==> src/ssplit_pkg.sv <==
// Shared types and constants for the SQL statement splitter.
// No dependencies; used by every module under src.
`default_nettype none

package ssplit_pkg;

	localparam logic [7:0] CH_SEMI   = 8'h3B;
	localparam logic [7:0] CH_OBRACE = 8'h7B;
	localparam logic [7:0] CH_CBRACE = 8'h7D;
	localparam logic [7:0] CH_HASH   = 8'h23;
	localparam logic [7:0] CH_BSLASH = 8'h5C;
	localparam logic [7:0] CH_NL     = 8'h0A;
	localparam logic [7:0] CH_SQUOTE = 8'h27;
	localparam logic [7:0] CH_DQUOTE = 8'h22;
	localparam logic [7:0] CH_SPACE  = 8'h20;

	// quote_mode codes
	localparam logic [1:0] QM_NONE   = 2'd0;
	localparam logic [1:0] QM_SINGLE = 2'd1;
	localparam logic [1:0] QM_DOUBLE = 2'd2;

	// skip_mode codes
	localparam logic [1:0] SK_NONE     = 2'd0;
	localparam logic [1:0] SK_VERBATIM = 2'd1;
	localparam logic [1:0] SK_COMMENT  = 2'd2;

	typedef struct packed {
		logic [7:0] data_byte;
		logic       end_of_input;
	} in_item_t;

	typedef struct packed {
		logic [7:0] out_byte;
		logic       statement_end;
		logic       input_done;
		logic       quote_newline_warning;
	} out_item_t;

	typedef struct packed {
		logic [1:0] quote_mode;
		logic [1:0] skip_mode;
		logic       warned_this_statement;
		logic       statement_nonempty;
	} split_state_t;

endpackage

`default_nettype wire

==> src/sql_statement_splitter.sv <==
// Top level of the SQL statement splitter: input register, state, result register.
// Depends on ssplit_pkg, ssplit_step and ssplit_out_stage.
//
//  channel | valid     | stall     | payload
//  --------+-----------+-----------+---------------------------------------------
//  source  | src_valid | src_stall | src_item (data_byte, end_of_input)
//  result  | res_valid | res_stall | res_item (out_byte, statement_end,
//          |           |           |           input_done, quote_newline_warning)
//
// One item per cycle while the result side does not stall. An accepted item
// sits in the input register, is decoded against the splitter state, and its
// result (if any) is loaded into the result register as the item advances.
// Reset clears the input and result valid flags and all splitter state.
// A result stall holds the result register; the input register then stalls
// only if its item would produce a result, so dropped bytes keep flowing.
`default_nettype none

module sql_statement_splitter (
	input  logic                  clk,
	input  logic                  arst_n,
	input  logic                  src_valid,
	output logic                  src_stall,
	input  ssplit_pkg::in_item_t  src_item,
	output logic                  res_valid,
	input  logic                  res_stall,
	output ssplit_pkg::out_item_t res_item
);
	import ssplit_pkg::*;

	// input register
	logic         valid_s1;
	in_item_t     item_s1;

	// splitter state, updated as an item leaves the input register
	split_state_t state_q;
	split_state_t state_nxt;

	logic         step_vld;
	out_item_t    step_res;
	logic         slot_free;
	logic         advance;
	logic         accept;

	ssplit_step u_step (
		.item    (item_s1),
		.cur     (state_q),
		.nxt     (state_nxt),
		.res_vld (step_vld),
		.res     (step_res)
	);

	// An item moves on when its result has room, or when it makes none.
	assign advance   = valid_s1 && (!step_vld || slot_free);
	assign src_stall = valid_s1 && !advance;
	assign accept    = src_valid && !src_stall;

	always_ff @(posedge clk or negedge arst_n) begin
		if (!arst_n) begin
			valid_s1 <= 1'b0;
			state_q  <= '0;
		end else begin
			if (accept)
				valid_s1 <= 1'b1;
			else if (advance)
				valid_s1 <= 1'b0;
			if (advance)
				state_q <= state_nxt;
		end
	end

	always_ff @(posedge clk) begin
		if (accept) begin
			item_s1 <= src_item;
		end
	end

	ssplit_out_stage u_out (
		.clk        (clk),
		.arst_n     (arst_n),
		.load_valid (advance && step_vld),
		.load_item  (step_res),
		.slot_free  (slot_free),
		.valid      (res_valid),
		.stall      (res_stall),
		.item       (res_item)
	);

	// A terminator or end of input leaves the splitter in its reset state.
	a_end_clears: assert property (@(posedge clk) disable iff (!arst_n)
		(advance && step_vld && (step_res.statement_end || step_res.input_done))
		|=> (state_q == '0))
		else $error("state not cleared after statement end or end of input");

	// Input side stalls only while an item is held in the input register.
	a_stall_needs_item: assert property (@(posedge clk) disable iff (!arst_n)
		src_stall |-> (valid_s1 && step_vld && !slot_free))
		else $error("input stalled without a blocked item");

	// The end-of-input marker carries nothing else.
	a_done_clean: assert property (@(posedge clk) disable iff (!arst_n)
		(res_valid && res_item.input_done) |->
		(res_item.out_byte == 8'h00 && !res_item.statement_end &&
		 !res_item.quote_newline_warning))
		else $error("end-of-input marker carries data");

	// A warning is given at most once per statement.
	a_warn_once: assert property (@(posedge clk) disable iff (!arst_n)
		(advance && step_res.quote_newline_warning) |-> !state_q.warned_this_statement)
		else $error("second quote-newline warning in one statement");

endmodule

`default_nettype wire

==> src/ssplit_step.sv <==
// Next-state and result logic for one character of the splitter.
// Depends on ssplit_pkg.
`default_nettype none

module ssplit_step (
	input  ssplit_pkg::in_item_t     item,
	input  ssplit_pkg::split_state_t cur,
	output ssplit_pkg::split_state_t nxt,
	output logic                     res_vld,
	output ssplit_pkg::out_item_t    res
);
	import ssplit_pkg::*;

	logic [7:0] c;
	logic       is_term;

	assign c       = item.data_byte;
	assign is_term = (c == CH_SEMI) || (c == CH_OBRACE) || (c == CH_CBRACE);

	always_comb begin
		nxt     = cur;
		res_vld = 1'b0;
		res     = '0;
		if (item.end_of_input) begin
			nxt             = '0;
			res_vld         = 1'b1;
			res.input_done  = 1'b1;
		end else if (cur.skip_mode == SK_VERBATIM) begin
			// byte after a backslash goes out untouched
			nxt.skip_mode          = SK_NONE;
			nxt.statement_nonempty = 1'b1;
			res_vld                = 1'b1;
			res.out_byte           = c;
		end else if (cur.skip_mode != SK_NONE) begin
			if (c == CH_NL)
				nxt.skip_mode = SK_NONE;
		end else if (c == CH_NL) begin
			if (cur.quote_mode != QM_NONE && !cur.warned_this_statement) begin
				nxt.warned_this_statement = 1'b1;
				res.quote_newline_warning = 1'b1;
			end
			res_vld      = cur.statement_nonempty;
			res.out_byte = CH_SPACE;
		end else if (c == CH_BSLASH) begin
			nxt.skip_mode          = SK_VERBATIM;
			nxt.statement_nonempty = 1'b1;
			res_vld                = 1'b1;
			res.out_byte           = c;
		end else if (cur.quote_mode == QM_NONE && is_term) begin
			nxt               = '0;
			res_vld           = 1'b1;
			res.out_byte      = c;
			res.statement_end = 1'b1;
		end else if (cur.quote_mode == QM_NONE && c == CH_HASH) begin
			nxt.skip_mode = SK_COMMENT;
		end else begin
			if (cur.quote_mode == QM_NONE) begin
				if (c == CH_SQUOTE)
					nxt.quote_mode = QM_SINGLE;
				else if (c == CH_DQUOTE)
					nxt.quote_mode = QM_DOUBLE;
			end else if ((cur.quote_mode == QM_SINGLE && c == CH_SQUOTE) ||
			             (cur.quote_mode == QM_DOUBLE && c == CH_DQUOTE)) begin
				nxt.quote_mode = QM_NONE;
			end
			nxt.statement_nonempty = 1'b1;
			res_vld                = 1'b1;
			res.out_byte           = c;
		end
	end

endmodule

`default_nettype wire

==> src/ssplit_out_stage.sv <==
// Result register: holds an item while the sink stalls.
// Depends on ssplit_pkg.
`default_nettype none

module ssplit_out_stage (
	input  logic                  clk,
	input  logic                  arst_n,
	input  logic                  load_valid,
	input  ssplit_pkg::out_item_t load_item,
	output logic                  slot_free,
	output logic                  valid,
	input  logic                  stall,
	output ssplit_pkg::out_item_t item
);
	import ssplit_pkg::*;

	logic      valid_s2;
	out_item_t item_s2;

	assign slot_free = !valid_s2 || !stall;
	assign valid     = valid_s2;
	assign item      = item_s2;

	always_ff @(posedge clk or negedge arst_n) begin
		if (!arst_n) begin
			valid_s2 <= 1'b0;
		end else if (slot_free) begin
			valid_s2 <= load_valid;
		end
	end

	always_ff @(posedge clk) begin
		if (slot_free && load_valid) begin
			item_s2 <= load_item;
		end
	end

endmodule

`default_nettype wire
==> config.mk <==
export PLATFORM = sky130hd
export DESIGN_NAME = sql_statement_splitter
export DESIGN_NICKNAME = d
export VERILOG_FILES = /design/src/ssplit_pkg.sv /design/src/sql_statement_splitter.sv /design/src/ssplit_step.sv /design/src/ssplit_out_stage.sv
export SDC_FILE = /design/constraint.sdc
export NUM_CORES = 1
export LEC_CHECK = 0
export BUFFER_PORTS_ARGS = -buffer_cell sky130_fd_sc_hd__buf_4
export CORE_MARGIN = 2
export CORE_UTILIZATION = 55
export CTS_BUF_LIST = sky130_fd_sc_hd__clkbuf_8
export DETAILED_ROUTE_END_ITERATION = 10
export PLACE_DENSITY = 0.79
export SKIP_CTS_REPAIR_TIMING = 1
export SLEW_MARGIN = 25
export SYNTH_ARGS = -nofsm -noshare
export SYNTH_HDL_FRONTEND = slang
export SYNTH_SLANG_ARGS = --single-unit
==> constraint.sdc <==
create_clock -name clk -period 6.2 [get_ports clk]
set_input_delay 0.62 -clock clk [delete_from_list [all_inputs] [get_ports clk]]
set_output_delay 0.62 -clock clk [all_outputs]
set_load 0.01 [all_outputs]
Word-level counts from Yosys, hierarchy flattened
Index checks and enable logic that the tools add are counted.
{ "op_classes": {"add_sub_neg": 0, "multipliers": 0, "n_div": 0, "order_cmp": 0, "n_eq_ne": 24, "shift": 0, "n_mux": 47, "bitwise_logic": 1, "reduce_logical": 34} }
{ "op_table": {"columns": ["operator", "n"], "rows": [
  ["$mux 8", 5],
  ["$eq 8x6->1 const B", 4],
  ["$mux 2", 14],
  ["$eq 8x7->1 const B", 3],
  ["$mux 1", 24],
  ["$ne 3x2->1 const B", 4],
  ["$logic_and 1x1->1", 10],
  ["$mux 9", 1],
  ["$eq 8x4->1 const B", 1],
  ["$mux 4", 2],
  ["$ne 2x2->1 const B", 4],
  ["$reduce_and 4->1", 2],
  ["$reduce_and 8->1", 1],
  ["$logic_not 1->1", 6],
  ["$mux 6", 1],
  ["$reduce_and 6->1", 1],
  ["$reduce_bool 2->1", 3],
  ["$reduce_bool 6->1", 1],
  ["$logic_or 1x1->1", 5],
  ["$ne 5x2->1 const B", 1],
  ["$ne 5x5->1 const B", 1],
  ["$reduce_or 5->1", 1],
  ["$eq 2x1->1 const B", 2],
  ["$ne 4x2->1 const B", 1],
  ["other kinds (8)", 8]
]} }
{ "word_totals": {"ff_bits": 28, "latch_bits": 0, "ram_bits": 0, "rom_bits": 0, "in_bits": 13, "out_inout_bits": 13, "word_cells": 118, "mem_count": 0} }

Longest topological paths before layout
Gate-level depths: netlist of the first run.
{ "depth": {"ltp_word": 18, "depth_mapped": 6, "depth_no_buf": 5} }

By module
From an unflattened synthesis of the first run, not the netlist that was laid out.
{ "unflattened": {"cells_unflattened": 105, "hier_area_um2": 1376.3} }
{ "modules_own_cells": {"columns": ["mod", "instances", "cells_each", "area_each_um2", "seq_area_each_um2"], "rows": [
  ["sql_statement_splitter", 1, 30, 566.8, 445.4],
  ["ssplit_step", 1, 60, 431.7, 0.0],
  ["ssplit_out_stage", 1, 15, 377.9, 355.3]
]} }

Worst setup path before layout of the first run
OpenSTA, ideal clock, no wires.
{ "synth_path": {"path_kind": "reg-to-output", "from": "register item_s1[8] (netlist name)", "to": "output src_stall", "arrival_ps": 1549, "required_ps": 5580, "setup_slack_ps": 4031, "stages_incl_launch_ff": 5, "path_buffers": 0, "path_cell_list": "edfxtp_1 or4b_4 o31a_1 o2111ai_2 inv_1"} }
{ "synth_between": {"elab_chain_cells": 15, "elab_cells_between_ends": 22, "classes_between": "eq/ne: 6; mux: 7; reduce/logical: 9"} }
{ "synth_lines": {"columns": ["element", "line", "rtl"], "rows": [
  ["start: declaration", "sql_statement_splitter.sv:32", "in_item_t item_s1;"],
  ["start signal: assignment", "sql_statement_splitter.sv:73", "item_s1 <= src_item;"],
  ["$eq 8x6->1 / $eq 8x7->1 (equally long branches)", "ssplit_step.sv:18", "assign is_term = (c == CH_SEMI) || (c == CH_OBRACE) || (c == CH_CBRACE);"],
  ["$logic_or 1x1->1 (2 in series)", "ssplit_step.sv:18", null],
  ["$logic_and 1x1->1", "ssplit_step.sv:49", "end else if (cur.quote_mode == QM_NONE && is_term) begin"],
  ["$mux 1", "ssplit_step.sv:49", null],
  ["$mux 1", "ssplit_step.sv:44", "end else if (c == CH_BSLASH) begin"],
  ["$mux 1 *", "ssplit_step.sv:37", "end else if (c == CH_NL) begin"],
  ["$mux 1 *", "ssplit_step.sv:34", "end else if (cur.skip_mode != SK_NONE) begin"],
  ["$mux 1 *", "ssplit_step.sv:28", "end else if (cur.skip_mode == SK_VERBATIM) begin"],
  ["$mux 1 *", "ssplit_step.sv:24", "if (item.end_of_input) begin"],
  ["$logic_not 1->1 *", "sql_statement_splitter.sv:53", "assign advance = valid_s1 && (!step_vld || slot_free);"],
  ["$logic_or 1x1->1 *", "sql_statement_splitter.sv:53", null],
  ["$logic_and 1x1->1 *", "sql_statement_splitter.sv:53", null],
  ["$logic_not 1->1 *", "sql_statement_splitter.sv:54", "assign src_stall = valid_s1 && !advance;"],
  ["$logic_and 1x1->1 *", "sql_statement_splitter.sv:54", null],
  ["end: declaration", "sql_statement_splitter.sv:22", "output logic src_stall,"]
]} }
Mark *: on every way between the ends. The rest lies on a longest branch, timed or not.

Worst setup path in the final report of the first run
{ "layout_path": {"from": "register item_s1[4] (netlist name)", "to": "output src_stall"} }
Same word-level chain as after synthesis.

==> results.cfg, run 1 <==
[yosys]
yosys_warnings = 0
synthDistinctLibCells = 46
synth_flop_cell = edfxtp_1
synthSimpleGateAreaFrac_pct = 24.4
synth.yosys.seq_area_share_pct = 57.2
synth_compound_area_share_pct = 14.7
ys_ff_latch = 28
synth_top_family_by_area = simple AND/OR/NAND/NOR gates
synth_nets = 132
synthArstFlopShare_pct = 28.6
synthCells = 119
yosys.area_share.xor_xnor_pct = 0
synth.most_common_cell = edfxtp_1
synth-edff-count = 20
syn_area_sq_um = 1400
synthTopCellsByCount = edfxtp_1, nor2_1, dfrtp_1, nand2_1
synth_mux_area_share_pct = 0.804
avgSynthCellArea_sq_um = 11.8
synth_area_leaders = edfxtp_1, dfrtp_1, and2_1
synth_top_area_share_pct = 42.9
synthAdderAreaFrac_pct = 0
synth_area_leader_cell = edfxtp_1

[critical_path]
arrival_ns = 2.04
cpPeakStageDelay_ns = 0.47
crit_type = reg2out
cp_cell_sequence = and3b_1 -> a32oi_2 -> o31a_1 -> o2111ai_2 -> inv_1 -> buf_4
crit_buf_inv = 2
cp-startpoint = item_s1[4]
crit_fanout = 7
cp.required_ns = 5.58
reg2regPathDepth = 5
reg2reg_from = item_s1[1]
path_depth = 6
critical_path.slowest_cell = edfxtp_1
end_kind = output pin
crit_family = compound AO/OA/AOI/OAI gates
start_kind = register
regToRegSetupSlack_ns = 3.79

[floorplanning]
dieArea_sq_um = 2970
die_width_um = 54.5
io_pins = 26
die_h_um = 54.5
initial_utilization_pct = 57.0
core_sq_um = 2450
row_count = 18

[routing]
dr.pass1.iters = 4
drt_iter0_drc = 25
detail_route.wl_per_cell_um = 15.4
viasPerCell = 5.83
wl_um = 2700
drc = 0
ant_nets = 0
vias = 1020

[finish]
num_antenna_cells = 0
final_nets = 159
ff_latch_area_sq_um = 801
drive_gt1_share_pct = 25.5
fin_util_pct = 67.3
syn_to_final_growth_pct = 18.0
multi_input_area_sq_um = 558
fill_cells = 183

[status]
status = finished clean

[sta]
period_share_pct = 43.0
fin_skew_ns = 0.00665
hold_viol_final = 0
period_minus_slack_ns = 2.66
maxSlewHeadroom_pct = 41.1
finalSetupTns_ns = 0
rsz0062_at_grt = no
finalSetupViolCount = 0
fmax_ghz = 0.375
slew_viol_final = 0
timing_worst_slew_pin_value_ns = 0.880

[grt]
track_usage_pct = 21.3
grt_pass1_vias = 977
grt_pass1_wl_um = 4450
overflow = 0
grt_antenna_before_repair = 0
grt_max_degree = 16

[pwr]
cellPowerDensity_nw_per_um2 = 252
p_leak_nw = 0.683
ir_drop_v = 0.000165

[clock_network]
cts_tree = built
cts.sinks = 28
cts-root-buf = clkbuf_8
clk_latency_ns = 0.27
h-tree-depth = 1
path_clk_slew_ns = 0.09
cts_made_buffers = 3
clock_path_buffers = 2

[place]
gp_congestion = 0.905
port_buffers = 25
dp_hpwl_um = 2060

[flow_run]
maxCapViolations = 0

[worst_hold_path]
hp-class = in2async
-- report_power, final --
part           internal (W)  switching, W  leakage [nW]   total, W
Combinational     0.0000383     0.0000435         0.357  0.0000818
Sequential         0.000222     0.0000152         0.299   0.000237
Clock             0.0000444     0.0000532        0.0269  0.0000977
Total              0.000304      0.000112         0.683   0.000416
-- area by class of cell --
| cell class | count | share of cell area [%] |
|---|---|---|
| Sequential cell | 28 | 48.5 |
| Multi-Input combinational cell | 82 | 33.8 |
| Timing Repair Buffer | 25 | 11.4 |
| Clock buffer | 3 | 2.50 |
| Tap cell | 30 | 2.27 |
| Inverter | 6 | 1.36 |
| Clock inverter | 1 | 0.227 |
-- worst paths after layout --
kind,to
setup / recovery,src_stall
min in group clk,item_s1[0]
max in group asynchronous,state_q[1]
hold / removal,state_q[5]
setup reg to reg,u_out.item[3]
hold reg to reg,state_q[1]
-- cells in the final DEF (no fill, tap or decap), types with 2 or more instances in the layout --
cell type / Yosys / layout
nor2b_1: 3 / 3
inv_1: 6 / 7
o21ai_0: 2 / 2
a21oi_1: 4 / 4
nor2_1: 9 / 9
clkbuf_8: 0 / 3
and3b_1: 2 / 2
nand2_1: 8 / 8
dfrtp_1: 8 / 8
a21o_1: 2 / 2
edfxtp_1: 20 / 20
a31oi_1: 4 / 4
nand3_1: 3 / 3
and3_1: 6 / 6
buf_4: 0 / 25
and2_1: 6 / 6
nand4_1: 3 / 3
nand2b_1: 2 / 2
-- metrics by stage --
step                area, sq um  cells  setup slack [ns]  power, W  hold slack, ns
floorplan                  1400    119              4.03  0.000290           0.324
global placement           1610    171              3.88  0.000320           0.444
detailed placement         1610    171              3.79  0.000322           0.443
CTS                        1650    175              3.53  0.000420           0.140
global route               1650    175              3.39  0.000436           0.149
finish                     1650    175              3.54  0.000416           0.140
-- worst register-to-register path: stages (launching register included) --
cell	delay, ns
edfxtp_1	0.48
and3b_1	0.30
a32oi_2	0.29
o31a_1	0.21
nor2_1	0.06
nor2_1	0.70
-- cells by family (layout without fill, tap and decap cells) --
logic type,Yosys count,count (layout)
flip-flops,28,28
AO/OA/AOI/OAI,27,27
multiplexers,1,1
buffers and inverters,9,35
AND/OR/NAND/NOR,54,54
-- flip-flops by register name (all words and copies together), names as in the netlist --
signal       count
item_s1          9
state_q          6
u_out.item      11
u_out.valid      1
valid_s1         1
-- routing by layer --
metal / vias to the layer above / part of all wire, % / track usage, %
li1: 499 / - / -
met1: 491 / 46 / 29.3
met2: 25 / 49 / 34.3
met3: 5 / 3.5 / 2.46
met4: 0 / 1.7 / 8.75
met5: - / 0 / 0
Power figures use the tool's default switching activity.
==> run 2: changes to the inputs <==
Settings changed: ABC_AREA from default to 1, CORE_UTILIZATION 55 to 52, PLACE_DENSITY 0.79 to 0.78.
Clock period 6.2 ns to 2.15 ns, I/O delays scaled along.
==> results.cfg, run 2 <==
[yosys]
synth_top_family_by_area = simple AND/OR/NAND/NOR gates
synth_compound_area_share_pct = 5.13
ys_ff_latch = 28
synthSimpleGateAreaFrac_pct = 35.2
synth.most_common_cell = nand2_1
synth_top_area_share_pct = 39.1
avgSynthCellArea_sq_um = 8.54
synth-edff-count = 20
synth_area_leader_cell = edfxtp_1
yosys_warnings = 0
synth_flop_cell = edfxtp_1
synthTopCellsByCount = nand2_1, inv_1, edfxtp_1
synth_area_leaders = edfxtp_1, dfrtp_1, nand2_1
yosys.area_share.xor_xnor_pct = 0
syn_area_sq_um = 1540
synthCells = 180
synth_mux_area_share_pct = 0
synth.yosys.seq_area_share_pct = 52.1
synth_nets = 193
synthArstFlopShare_pct = 28.6
synthAdderAreaFrac_pct = 0
synthDistinctLibCells = 26

[sta]
period_minus_slack_ns = 1.95
hold_viol_final = 0
slew_viol_final = 0
fin_skew_ns = 0.00130
timing_worst_slew_pin_value_ns = 0.316
fmax_ghz = 0.513
period_share_pct = 90.7
holdWs_ns = 0.112
finalSetupViolCount = 0
rsz0062_at_grt = no
finalSetupTns_ns = 0
maxSlewHeadroom_pct = 78.8

[critical_path]
crit_type = reg2reg
cp.required_ns = 2.14
crit_family = simple AND/OR/NAND/NOR gates
cpPeakStageDelay_ns = 0.47
crit_fanout = 6
critical_path.slowest_cell = edfxtp_1
start_kind = register
cp-startpoint = item_s1[1]
reg2regPathDepth = 9
path_common_cell = nor2_2
path_depth = 9
endpoint = u_out.item[3]
regToRegSetupSlack_ns = 0.20
reg2reg_from = item_s1[1]
end_kind = register
r2r-end = u_out.item[3]
cp_cell_sequence = nor2_2 -> nand2_1 -> nor2_2 -> nor2_2 -> nand2_4 -> nand3_4 -> a21boi_4 -> nand2_2 -> clkinvlp_4
arrival_ns = 1.94
crit_buf_inv = 1

[pwr]
p_int_w = 0.00124
p_switching_w = 0.000642
p_clk_share_pct = 21.6
switching_share_pct = 34.2
p_total_w = 0.00188
ir_drop_v = 0.000821
p_leak_nw = 0.902
cellPowerDensity_nw_per_um2 = 990
power_frac_seq_pct = 42.0
comb_power_share_pct = 36.4

[routing]
wl_um = 3420
dr.pass1.iters = 4
viasPerCell = 5.44
drt_iter0_drc = 42
vias = 1344
ant_nets = 0
detail_route.wl_per_cell_um = 13.8
drc = 0

[clock_network]
cts.sinks = 28
cts_tree = built
cts_made_buffers = 3
clock_path_buffers = 2
h-tree-depth = 1
cts-root-buf = clkbuf_8
clk_latency_ns = 0.27
path_clk_slew_ns = 0.09

[floorplanning]
row_count = 19
io_pins = 26
initial_utilization_pct = 55.2
dieArea_sq_um = 3410
die_h_um = 58.4
die_width_um = 58.4
core_sq_um = 2780

[finish]
num_antenna_cells = 0
fin_cells = 247
stdcell_area_sq_um = 1900
final_cell_mix = nand2_1, buf_4, inv_1
syn_to_final_growth_pct = 23.6
final_nets = 230
final_common_cell = nand2_1
largest_reg_flops = 11
drive_gt1_share_pct = 27.3

[worst_hold_path]
hp-class = in2reg

[place]
dp_cells = 239
place_area_sq_um = 1790
gp_congestion = 0.913
port_buffers = 25
dp_hpwl_um = 2620

[grt]
track_usage_pct = 22.0
overflow = 0
grt_pass1_wl_um = 5670
grt_antenna_before_repair = 0
grt_pass1_vias = 1310
grt_max_degree = 17

[flow_run]
maxCapViolations = 0

[status]
status = finished clean
## run 2: worst min path at each step
stage	cells after the start	slack, ns	to	startpoint
2_1_floorplan	0	-0.08	state_q[0]	arst_n
3_3_place_gp	1	0.04	state_q[3]	arst_n
3_5_place_dp	1	0.04	state_q[3]	arst_n
4_1_cts	1	-0.26	state_q[3]	arst_n
5_1_grt	1	0.10	item_s1[0]	src_item[0]
6_report	1	0.11	item_s1[0]	src_item[0]
## run 2: routing by layer
layer	track usage [%]	vias to the layer above	routed length [um]	part of all wire [%]
met5	0	-	0	0
met4	11.0	0	76	2.2
met3	2.20	6	226	6.6
met2	37.9	58	1750	51
met1	27.7	622	1370	40
li1	-	658	-	-
## run 2: worst register-to-register path, delay by kind of cell (launching register included)
family	cells	cell delay, ns
buffers and inverters	1	0.17
AND/OR/NAND/NOR	7	0.82
flip-flops	1	0.47
AO/OA/AOI/OAI	1	0.21
## run 2: cells by family after synthesis
group / Yosys count
compound gates: 11
buf+inv: 31
flops: 28
simple gates: 110
## run 2: area by class of cell
| class | count | area, sq um |
|---|---|---|
| clock buffer | 3 | 41.3 |
| sequential | 28 | 801 |
| tap | 31 | 38.8 |
| inverter | 30 | 116 |
| fill | 225 | 882 |
| timing repair buffer | 32 | 243 |
| multi-input combinational | 121 | 622 |
| timing repair inverter | 1 | 7.51 |
| clock inverter | 1 | 30.0 |
## run 2: power groups by stage
stage / registers [W] / logic [W] / clock network (W)
6_report: 0.000790 / 0.000684 / 0.000406
5_1_grt: 0.000803 / 0.000755 / 0.000426
4_1_cts: 0.000791 / 0.000654 / 0.000412
3_5_place_dp: 0.000802 / 0.000650 / 0
3_3_place_gp: 0.000797 / 0.000633 / 0
2_1_floorplan: 0.000839 / 0.000357 / 0
## run 2: metrics by stage
step / setup slack, ns / util (%)
3_3_place_gp: 0.152 / 64.3
2_1_floorplan: 0.314 / -
6_report: 0.201 / 68.3
5_1_grt: 0.00509 / 68.3
3_5_place_dp: 0.0484 / 64.3
4_1_cts: 0.0232 / 66.9
==> run 3: changes to the inputs <==
Settings changed: ABC_AREA 1 to default, CAP_MARGIN from default to 10, CORE_UTILIZATION 52 to 51, PLACE_DENSITY 0.78 to 0.77.
==> results.cfg, run 3 (synthesized netlist as in run 1, its figures left out) <==
[pwr]
cellPowerDensity_nw_per_um2 = 737
p_leak_nw = 0.847
power_frac_seq_pct = 46.6
p_int_w = 0.00107
ir_drop_v = 0.000742
comb_power_share_pct = 24.3
p_clk_share_pct = 29.0
p_total_w = 0.00144
switching_share_pct = 25.8
p_switching_w = 0.000370

[critical_path]
end_kind = output pin
start_kind = register
crit_fanout = 2
crit_type = reg2out
cpPeakStageDelay_ns = 0.57
crit_family = simple AND/OR/NAND/NOR gates
path_common_cell = buf_6
cp.required_ns = 1.93
arrival_ns = 2.19
critical_path.slowest_cell = or4b_4
cp_cell_sequence = or4b_4 -> o31a_1 -> buf_4 -> o2111ai_4 -> buf_6 -> inv_2 -> buf_6
crit_buf_inv = 4

[clock_network]
clock_path_buffers = 2
path_clk_slew_ns = 0.09
cts_made_buffers = 3
clk_latency_ns = 0.28
cts.sinks = 28
h-tree-depth = 1
cts-root-buf = clkbuf_8
cts_tree = built

[sta]
maxSlewHeadroom_pct = 65.7
fin_skew_ns = 0.000966
period_share_pct = 112
fmax_ghz = 0.415
rsz0062_at_grt = yes
setup_slack_ns = -0.259
finalSetupViolCount = 10
slew_viol_final = 0
holdWs_ns = 0.107
period_minus_slack_ns = 2.41
hold_viol_final = 0
timing_worst_slew_pin_value_ns = 0.514

[place]
gp_congestion = 0.904
dp_cells = 193
dp_hpwl_um = 2390
port_buffers = 25
place_ws_ns = -0.0619
place_area_sq_um = 1780

[finish]
fin_cells = 205
syn_to_final_growth_pct = 39.3
largest_reg_flops = 11
final_common_cell = buf_4
final_cell_mix = buf_4, edfxtp_1, nor2_1, nand2_1, dfrtp_1
final_nets = 189
drive_gt1_share_pct = 40.0
num_antenna_cells = 0
stdcell_area_sq_um = 1950

[grt]
track_usage_pct = 23.5
grt_pass1_vias = 1257
grt_antenna_before_repair = 0
grt_pass1_wl_um = 5830
grt_max_degree = 17
overflow = 0

[routing]
drc = 0
detail_route.wl_per_cell_um = 17.5
ant_nets = 0
viasPerCell = 6.09
wl_um = 3590
vias = 1249
drt_iter0_drc = 57
dr.pass1.iters = 4

[floorplanning]
initial_utilization_pct = 55.0
dieArea_sq_um = 3180
die_width_um = 56.4
io_pins = 26
die_h_um = 56.4
row_count = 18
core_sq_um = 2540

[status]
violations = negative setup slack
status = finished, violations left

[flow_run]
maxCapViolations = 0

[worst_hold_path]
hp-class = in2reg
run 3: power by group through the flow:
stage	logic (W)	registers, W	clock network, W
CTS	0.000324	0.000666	0.000414
floorplan	0.000142	0.000693	0
detailed placement	0.000320	0.000678	0
finish	0.000350	0.000670	0.000417
global route	0.000378	0.000675	0.000446
global placement	0.000312	0.000675	0
run 3: worst paths after layout:
path                             start     endpoint  slack [ns]  cells after the start
setup / recovery            item_s1[5]    src_stall       -0.26                      7
hold / removal             src_item[3]   item_s1[3]        0.11                      1
setup reg to reg            item_s1[5]   item_s1[7]       -0.17                      7
hold reg to reg             state_q[1]   state_q[1]        0.55                      2
max in group asynchronous       arst_n  u_out.valid        1.74                      2
min in group asynchronous       arst_n   state_q[1]        0.29                      2
run 3: final cells by class:
cell class                      count  area [sq um]
Clock buffer                        3          41.3
Tap cell                           30          37.5
Multi-Input combinational cell     82           583
Inverter                            6          22.5
Sequential cell                    28           801
Fill cell                         164           594
Timing Repair Buffer               55           435
Clock inverter                      1          30.0
run 3: metrics by stage:
| step | util (%) | setup TNS [ns] |
|---|---|---|
| after floorplan | - | 0 |
| after global placement | 70.1 | 0 |
| after detailed placement | 70.1 | -1.13 |
| after CTS | 72.9 | -1.84 |
| after global routing | 76.6 | -2.25 |
| final | 76.6 | -1.78 |
run 3: worst reg2reg max path, delay by kind of cell (launching register included):
| family | cells | cell delay, ns |
|---|---|---|
| and+or+nand+nor | 2 | 0.71 |
| DFF | 1 | 0.41 |
| buffers and inverters | 3 | 0.41 |
| AOI/OAI and AO/OA | 2 | 0.52 |
run 3: routing by layer:
layer,GRT usage [%],vias up,share of wire [%]
li1,-,560,-
met1,30.1,602,40
met2,38.0,65,49
met3,3.69,22,6.7
met4,12.9,0,4.6
met5,0,-,0
